File: src/hw/rtl/sspc_pkg.sv
// Shared types, codes and reset values for the servo status packet checker.
`timescale 1ns / 1ps

package sspc_pkg;

    // Default frame buffer size in bytes.
    localparam int FRAME_BYTES_DEF = 64;

    // Field widths.
    localparam int OPCODE_W  = 2;
    localparam int BYTE_W    = 8;
    localparam int DLEN_W    = 6;
    localparam int VERDICT_W = 3;
    localparam int TICK_W    = 16;
    localparam int CFG_IDX_W = 3;
    localparam int CFG_DAT_W = 16;

    // Input opcodes.
    localparam logic [OPCODE_W-1:0] OP_ARM  = 2'd0;
    localparam logic [OPCODE_W-1:0] OP_BYTE = 2'd1;
    localparam logic [OPCODE_W-1:0] OP_IDLE = 2'd2;
    localparam logic [OPCODE_W-1:0] OP_TICK = 2'd3;

    // Result kinds.
    localparam logic KIND_DATA    = 1'b0;
    localparam logic KIND_VERDICT = 1'b1;

    // Verdict codes.
    localparam logic [VERDICT_W-1:0] VERDICT_OK       = 3'd0;
    localparam logic [VERDICT_W-1:0] VERDICT_TIMEOUT  = 3'd1;
    localparam logic [VERDICT_W-1:0] VERDICT_HEADER   = 3'd2;
    localparam logic [VERDICT_W-1:0] VERDICT_ID       = 3'd3;
    localparam logic [VERDICT_W-1:0] VERDICT_LENGTH   = 3'd4;
    localparam logic [VERDICT_W-1:0] VERDICT_CHECKSUM = 3'd5;
    localparam logic [VERDICT_W-1:0] VERDICT_SHORT    = 3'd6;

    // Configuration register indexes.
    localparam logic [CFG_IDX_W-1:0] REG_SERVO_ID      = 3'd0;
    localparam logic [CFG_IDX_W-1:0] REG_DATA_LENGTH   = 3'd1;
    localparam logic [CFG_IDX_W-1:0] REG_HEADER_FIRST  = 3'd2;
    localparam logic [CFG_IDX_W-1:0] REG_HEADER_SECOND = 3'd3;
    localparam logic [CFG_IDX_W-1:0] REG_TIMEOUT_TICKS = 3'd4;

    // Configuration reset values.
    localparam logic [BYTE_W-1:0] RST_SERVO_ID      = 8'd1;
    localparam logic [DLEN_W-1:0] RST_DATA_LENGTH   = 6'd0;
    localparam logic [BYTE_W-1:0] RST_HEADER_FIRST  = 8'hFF;
    localparam logic [BYTE_W-1:0] RST_HEADER_SECOND = 8'hFF;
    localparam logic [TICK_W-1:0] RST_TIMEOUT_TICKS = 16'd10;

    typedef struct packed {
        logic [BYTE_W-1:0] servo_id;
        logic [DLEN_W-1:0] data_len;
        logic [BYTE_W-1:0] header_first;
        logic [BYTE_W-1:0] header_second;
        logic [TICK_W-1:0] timeout_ticks;
    } t_cfg;

endpackage

File: src/hw/rtl/sspc_if.sv


interface sspc_cfg_if;
    import sspc_pkg::*;
    logic                 valid;
    logic                 ready;
    logic [CFG_IDX_W-1:0] reg_index;
    logic [CFG_DAT_W-1:0] wdata;

    modport source (output valid, output reg_index, output wdata, input ready);
    modport sink   (input valid, input reg_index, input wdata, output ready);
endinterface

File: src/hw/rtl/sspc_cfg_regs.sv
// Configuration register file of the servo status packet checker.
`timescale 1ns / 1ps

module sspc_cfg_regs
    import sspc_pkg::*;
(
    input  logic        i_clk,
    input  logic        i_rst_n,
    sspc_cfg_if.sink    i_cfg,
    output t_cfg        o_cfg
);

    t_cfg r_cfg;
    t_cfg n_cfg;

    // Writes are always taken; an index past the last register is dropped.
    assign i_cfg.ready = 1'b1;
    assign o_cfg       = r_cfg;

    always_comb begin
        n_cfg = r_cfg;
        if (i_cfg.valid) begin
            unique case (i_cfg.reg_index)
                REG_SERVO_ID:      n_cfg.servo_id      = i_cfg.wdata[BYTE_W-1:0];
                REG_DATA_LENGTH:   n_cfg.data_len      = i_cfg.wdata[DLEN_W-1:0];
                REG_HEADER_FIRST:  n_cfg.header_first  = i_cfg.wdata[BYTE_W-1:0];
                REG_HEADER_SECOND: n_cfg.header_second = i_cfg.wdata[BYTE_W-1:0];
                REG_TIMEOUT_TICKS: n_cfg.timeout_ticks = i_cfg.wdata[TICK_W-1:0];
                default:           n_cfg = r_cfg;
            endcase
        end
    end

    always_ff @(posedge i_clk) begin
        if (!i_rst_n) begin
            r_cfg.servo_id      <= RST_SERVO_ID;
            r_cfg.data_len      <= RST_DATA_LENGTH;
            r_cfg.header_first  <= RST_HEADER_FIRST;
            r_cfg.header_second <= RST_HEADER_SECOND;
            r_cfg.timeout_ticks <= RST_TIMEOUT_TICKS;
        end else begin
            r_cfg <= n_cfg;
        end
    end

endmodule

File: src/flat_wrapper.sv
// flat-port wrapper written by rule: the top's interface ports become plain ports
module sspc_cfg_regs_flat import sspc_pkg::*;
  (i_clk, i_rst_n, o_cfg, i_cfg_valid, i_cfg_reg_index, i_cfg_wdata, i_cfg_ready);
  sspc_cfg_if i_cfg_i ();
  input  logic i_clk;
  input  logic i_rst_n;
  output t_cfg o_cfg;
  input wire logic [$bits(i_cfg_i.valid)-1:0] i_cfg_valid;
  input wire logic [$bits(i_cfg_i.reg_index)-1:0] i_cfg_reg_index;
  input wire logic [$bits(i_cfg_i.wdata)-1:0] i_cfg_wdata;
  output wire logic [$bits(i_cfg_i.ready)-1:0] i_cfg_ready;
  assign i_cfg_i.valid = i_cfg_valid;
  assign i_cfg_i.reg_index = i_cfg_reg_index;
  assign i_cfg_i.wdata = i_cfg_wdata;
  assign i_cfg_ready = i_cfg_i.ready;
  sspc_cfg_regs u_core (.i_clk(i_clk), .i_rst_n(i_rst_n), .i_cfg(i_cfg_i), .o_cfg(o_cfg));
endmodule
File: config.mk
export PLATFORM = sky130hd
export DESIGN_NAME = sspc_cfg_regs_flat
export DESIGN_NICKNAME = d
export VERILOG_FILES = /design/src/hw/rtl/sspc_pkg.sv /design/src/hw/rtl/sspc_if.sv /design/src/hw/rtl/sspc_cfg_regs.sv /design/src/flat_wrapper.sv
export SDC_FILE = /design/constraint.sdc
export NUM_CORES = 1
export LEC_CHECK = 0
export BUFFER_PORTS_ARGS = -buffer_cell sky130_fd_sc_hd__buf_2
export CAP_MARGIN = 20
export CORE_ASPECT_RATIO = 1.1
export CORE_MARGIN = 1
export CORE_UTILIZATION = 30
export CTS_BUF_LIST = sky130_fd_sc_hd__clkbuf_16
export CTS_CLUSTER_DIAMETER = 150
export DETAILED_ROUTE_END_ITERATION = 12
export PLACE_DENSITY = 0.52
export SLEW_MARGIN = 20
export SYNTH_ARGS = -nofsm -noshare
export SYNTH_HDL_FRONTEND = slang
export SYNTH_SLANG_ARGS = --single-unit
export TNS_END_PERCENT = 20
File: constraint.sdc
create_clock -name i_clk -period 1.08 [get_ports i_clk]
set_input_delay 0.054 -clock i_clk [delete_from_list [all_inputs] [get_ports i_clk]]
set_output_delay 0.054 -clock i_clk [all_outputs]
set_load 0.01 [all_outputs]
==> flow_summary.json, run 1 <==
{
  "status": "complete, no violations",
  "area_growth_syn_to_layout_pct": 33.7,
  "largest_register_ffs": 46,
  "hold_buffers": 0,
  "seq_area_sq_um": 921,
  "startpoint": "i_cfg_reg_index[0]",
  "clock-root-buffer": "clkbuf_16",
  "p_seq_frac": 0.498,
  "htreeDepth": 2,
  "cts_sinks": 46,
  "hpwl_mm": 3.17,
  "ys_ff_latch": 46,
  "syn-cell-area_sq_um": 1880,
  "post_cts_buffers": 0,
  "wl_met1_mm": 2.07,
  "viasPerCell": 4.37,
  "min_period_ns": 0.826,
  "crit_fanout": 8,
  "yosysSeqAreaShare": 0.491,
  "report.final.slew_viol_count": 0,
  "whs_ns": 0.0150,
  "syn_area_per_cell_sq_um": 10.0,
  "max_freq_mhz": 1210,
  "ys_types": 15,
  "hold_viol": 0,
  "p_per_area_nw_per_um2": 1400,
  "drtIter0Drc": 47,
  "worst-path-buf-inv": 2,
  "gp_routability_congestion": 0.692,
  "numCtsBuffers": 5,
  "finalSetupViolCount": 0,
  "diodes": 0,
  "grt_pass1_vias": 1425,
  "p_leak_nw": 1.19,
  "start_util": 0.317,
  "die_w_um": 77.4,
  "core_sq_um": 5910,
  "hold_start": "i_cfg_wdata[15]",
  "clk_latency_ns": 0.28,
  "cp-end-kind": "register",
  "finalWirelength_mm": 4.28,
  "fill_cells": 596,
  "io_buffers": 67,
  "ant_nets": 0,
  "crit_path_cell_trace": "buf_2 -> or4b_1 -> buf_4 -> mux2i_1",
  "rsz0062_at_grt": "no",
  "skew_ns": 0,
  "clkTransAtPathRegs_ns": 0.06,
  "cts_tree": "yes",
  "max_stage_delay_ns": 0.51,
  "cpLargestDelayFamily": "simple AND/OR/NAND/NOR gates",
  "hold_class": "input port to register",
  "ys_warn_count": 0,
  "p_clk_frac": 0.412,
  "syn_nets": 209,
  "maxCapViolCount": 0,
  "vias": 1478,
  "cp_data_arrival_time_ns": 0.99,
  "dr.pass1.iters": 4,
  "p_sw_frac": 0.225,
  "dp.cells": 330,
  "die_y_um": 85.0,
  "track_usage": 0.137,
  "die_area_sq_um": 6580,
  "post-route-period-util": 0.765,
  "synth_cells": 187,
  "routed-wl-met3_um": 293,
  "dr_wl_met2_mm": 1.88,
  "path_class": "input port to register",
  "start_kind": "input port",
  "cp_slowest_cell": "or4b_1",
  "avgRoutedWirePerCell_um": 12.7,
  "grt_max_degree": 29,
  "nets": 282,
  "highest_layer": "met4",
  "grt.overflow.total": 0,
  "antenna_found_initial": 0,
  "drt_drc_violations_left": 0,
  "clockBufferDepth": 2,
  "cp.required_ns": 1.24,
  "grt_pass1_wl_mm": 7.06,
  "cts.repair.resized": 0,
  "power.internal_w": 0.00273,
  "ios": 69,
  "drive_gt1_frac": 0.337,
  "reg2reg_from": "u_core.o_cfg[16]",
  "stdcell_count": 338,
  "ir_drop_mv": 0.546,
  "multi_input_area_sq_um": 881,
  "switchingPower_w": 0.000793,
  "rows": 29,
  "combPwrFrac": 0.090
}
-- worst register-to-register path, cell delays in order, from the launching register on --
cell and delay (ns):
dfxtp_1 0.32, nor2b_1 0.11, mux2i_1 0.08
-- layout make-up --
class	count	area share
clock buffers	5	0.0499
multi-input cells	125	0.351
well taps	77	0.0384
flip-flops and latches	46	0.367
repair buffers	82	0.189
clock inverters	3	0.00499
-- power by group through the flow --
stage / sequential [W] / clock (W) / combinational [W]
after global routing: 0.00176 / 0.00158 / 0.000348
after detailed placement: 0.00179 / 0 / 0.000321
after global placement: 0.00179 / 0 / 0.000320
after CTS: 0.00175 / 0.00150 / 0.000323
after floorplan: 0.00181 / 0 / 0.000150
final: 0.00175 / 0.00145 / 0.000317
-- kinds of logic (layout without fill, tap and decap cells) --
family,Yosys count,after routing,share of synthesized area
DFF,46,46,0.491
muxes,46,46,0.245
and+or+nand+nor,78,78,0.222
buffers and inverters,16,90,0.0400
other,1,1,0.00200
-- metal layers --
metal,vias to the layer above,GRT usage
met5,-,0
li1,753,-
met1,673,0.181
met3,4,0.0484
met2,48,0.208
met4,0,0.0463
-- synthesized netlist by cell type --
| master | instances | share of area |
|---|---|---|
| nor2b_1 | 27 | 0.090 |
| buf_6 | 1 | 0.0060 |
| or4b_1 | 1 | 0.0053 |
| nor4bb_1 | 1 | 0.0053 |
| nand4bb_1 | 2 | 0.012 |
| nand4b_1 | 1 | 0.0047 |
| clkbuf_1 | 11 | 0.022 |
| and4bb_1 | 2 | 0.013 |
| and4b_1 | 1 | 0.0053 |
| nand2_1 | 43 | 0.086 |
| buf_4 | 1 | 0.0040 |
| dfxtp_1 | 46 | 0.49 |
| buf_2 | 3 | 0.0080 |
| conb_1 | 1 | 0.0020 |
| mux2i_1 | 46 | 0.25 |
-- through the flow --
stage / setup slack [ns] / utilization / setup TNS [ns] / area (sq um) / power (W)
floorplan: 0.113 / - / 0 / 1880 / 0.00196
global placement: -0.0430 / 0.401 / -0.296 / 2370 / 0.00211
detailed placement: -0.0485 / 0.401 / -0.334 / 2370 / 0.00211
CTS: 0.249 / 0.424 / 0 / 2510 / 0.00358
global route: 0.199 / 0.424 / 0 / 2510 / 0.00368
finish: 0.254 / 0.424 / 0 / 2510 / 0.00352
-- final timing paths --
check	depth (start not counted)	endpoint	slack [ns]
hold / removal	3	u_core.o_cfg[15]	0.01
hold reg to reg	2	u_core.o_cfg[13]	0.45
setup / recovery	4	u_core.o_cfg[38]	0.25
setup reg to reg	2	u_core.o_cfg[16]	0.45
-- cell usage in the layout, fill, tap and decap left out, drive strengths merged --
cell      n
clkinv    2
and4bb    2
and4b     1
nor2b    27
conb      1
or4b      1
nand2    43
dfxtp    46
nand4b    1
nand4bb   2
nor4bb    1
buf      82
inv       1
clkbuf    5
mux2i    46
Note: power is estimated with default switching activity, not from simulation.
==> inputs of run 2 (changes only) <==
Clock period 1.08 ns to 0.8 ns, I/O delays scaled along.
==> run 2 against run 1 <==
  * Die area unchanged
  * Critical endpoint unchanged
  * Largest cell class unchanged
  * Hold slack worse by 0.016 ns
  * The flow now finishes with violations (hold timing)
  * Power up 38%
  * Sequential share of layout area down 2.0 points
==> flow_summary.json, run 2 (synthesis results as in run 1) <==
{
  "antenna_found_initial": 0,
  "hold_viol": 2,
  "clk_latency_ns": 0.28,
  "final_area_sq_um": 2810,
  "post-route-period-util": 0.977,
  "numCtsBuffers": 5,
  "min_period_ns": 0.782,
  "grt_pass1_wl_mm": 6.60,
  "fill_cells": 563,
  "finalWirelength_mm": 4.31,
  "start_util": 0.317,
  "die_area_sq_um": 6580,
  "hold_class": "input port to register",
  "layout_common_cells": "mux2i_1 (46), buf_2 (46), nand2_1 (43), dfxtp_2 (43), nor2b_1 (27)",
  "clkTransAtPathRegs_ns": 0.06,
  "place_area_sq_um": 2430,
  "start_kind": "input port",
  "nets": 291,
  "clock-root-buffer": "clkbuf_16",
  "clockBufferDepth": 2,
  "area_growth_syn_to_layout_pct": 49.7,
  "skew_ns": 0,
  "drive_gt1_frac": 0.519,
  "cts_sinks": 46,
  "ant_nets": 0,
  "io_buffers": 67,
  "die_y_um": 85.0,
  "holdPathStages": 3,
  "p_leak_nw": 1.30,
  "timing.setup.tns_ns": 0,
  "combPwrFrac": 0.104,
  "worstRegToRegCells": 2,
  "htreeDepth": 2,
  "regToRegSetupSlack_ns": 0.17,
  "rows": 29,
  "diodes": 0,
  "grt.overflow.total": 0,
  "die_w_um": 77.4,
  "violations": "hold timing",
  "p_seq_frac": 0.490,
  "power.internal_w": 0.00377,
  "max_freq_mhz": 1280,
  "gp_routability_congestion": 0.706,
  "cts_tree": "yes",
  "path_class": "input port to register",
  "dr.pass1.iters": 4,
  "vias": 1515,
  "grt_pass1_vias": 1367,
  "viasPerCell": 4.37,
  "grt_max_degree": 20,
  "p_per_area_nw_per_um2": 1730,
  "status": "finished, violations left",
  "maxCapViolCount": 0,
  "crit_fanout": 8,
  "cp_data_arrival_time_ns": 0.94,
  "p_clk_frac": 0.406,
  "finalSetupViolCount": 0,
  "report.final.slew_viol_count": 0,
  "switchingPower_w": 0.00109,
  "p_sw_frac": 0.224,
  "avgRoutedWirePerCell_um": 12.4,
  "largest_register_ffs": 46,
  "cp.required_ns": 0.96,
  "track_usage": 0.130,
  "drt_drc_violations_left": 0,
  "ios": 69,
  "whs_ns": -0.00155,
  "cp-end-kind": "register",
  "final_core_util": 0.475,
  "ir_drop_mv": 0.934,
  "core_sq_um": 5910,
  "rsz0062_at_grt": "yes",
  "hpwl_mm": 3.30,
  "drtIter0Drc": 37
}
## run 2: cell types whose count changed in the layout (fill, tap and decap cells not counted), sizes merged
| cell | before | now |
|---|---|---|
| dlygate4sd3 | 0 | 3 |
| buf | 82 | 88 |
## run 2: power by group through the flow
stage,Sequential [W],Combinational (W),Clock [W]
6_report,0.00238,0.000505,0.00197
5_1_grt,0.00239,0.000547,0.00216
4_1_cts,0.00237,0.000473,0.00205
3_5_place_dp,0.00242,0.000464,0
3_3_place_gp,0.00242,0.000463,0
2_1_floorplan,0.00244,0.000204,0
## run 2: per-layer routing
layer / vias up / GRT usage / wire length, um
met1: 686 / 0.172 / 2110
met4: 0 / 0.0566 / 55
met3: 6 / 0.0312 / 236
met5: - / 0 / 0
li1: 774 / - / -
met2: 49 / 0.202 / 1910
## run 2: final timing paths
path / startpoint / end
worst max-delay path: i_cfg_reg_index[0] / u_core.o_cfg[38]
worst max register to register: u_core.o_cfg[38] / u_core.o_cfg[38]
worst min register to register: u_core.o_cfg[33] / u_core.o_cfg[33]
worst min-delay path: i_cfg_wdata[14] / u_core.o_cfg[14]
## run 2: timing repair
| action | CTS | global route |
|---|---|---|
| endpoints found under the setup margin | 14 | 48 |
| hold buffers | 2 | 1 |
| gates resized for setup | 14 | 53 |
| buffers inserted | 0 | 0 |
| hold endpoints to repair | 2 | 1 |
| pin swaps | 0 | 1 |
## run 2: stage by stage
stage                     setup WS [ns]  cells  power [W]
after CTS                       0.00239    346    0.00490
after floorplan                  -0.137    187    0.00265
after global routing           -0.00549    347    0.00509
after global placement           -0.270    336    0.00288
after detailed placement         -0.279    336    0.00288
final                            0.0181    347    0.00486
## run 2: cell type report
cell class              count  area, sq um  share of cell area
flip-flops and latches     46          975               0.347
multi-input cells         125          900               0.320
repair buffers             91          696               0.248
clock buffers               5          125              0.0445
well taps                  77         96.3              0.0343
clock inverters             3         17.5             0.00624
## run 2: worst max-delay path: stages
cell and delay, ns:
buf_2 0.11, or4b_4 0.64, mux2i_1 0.15
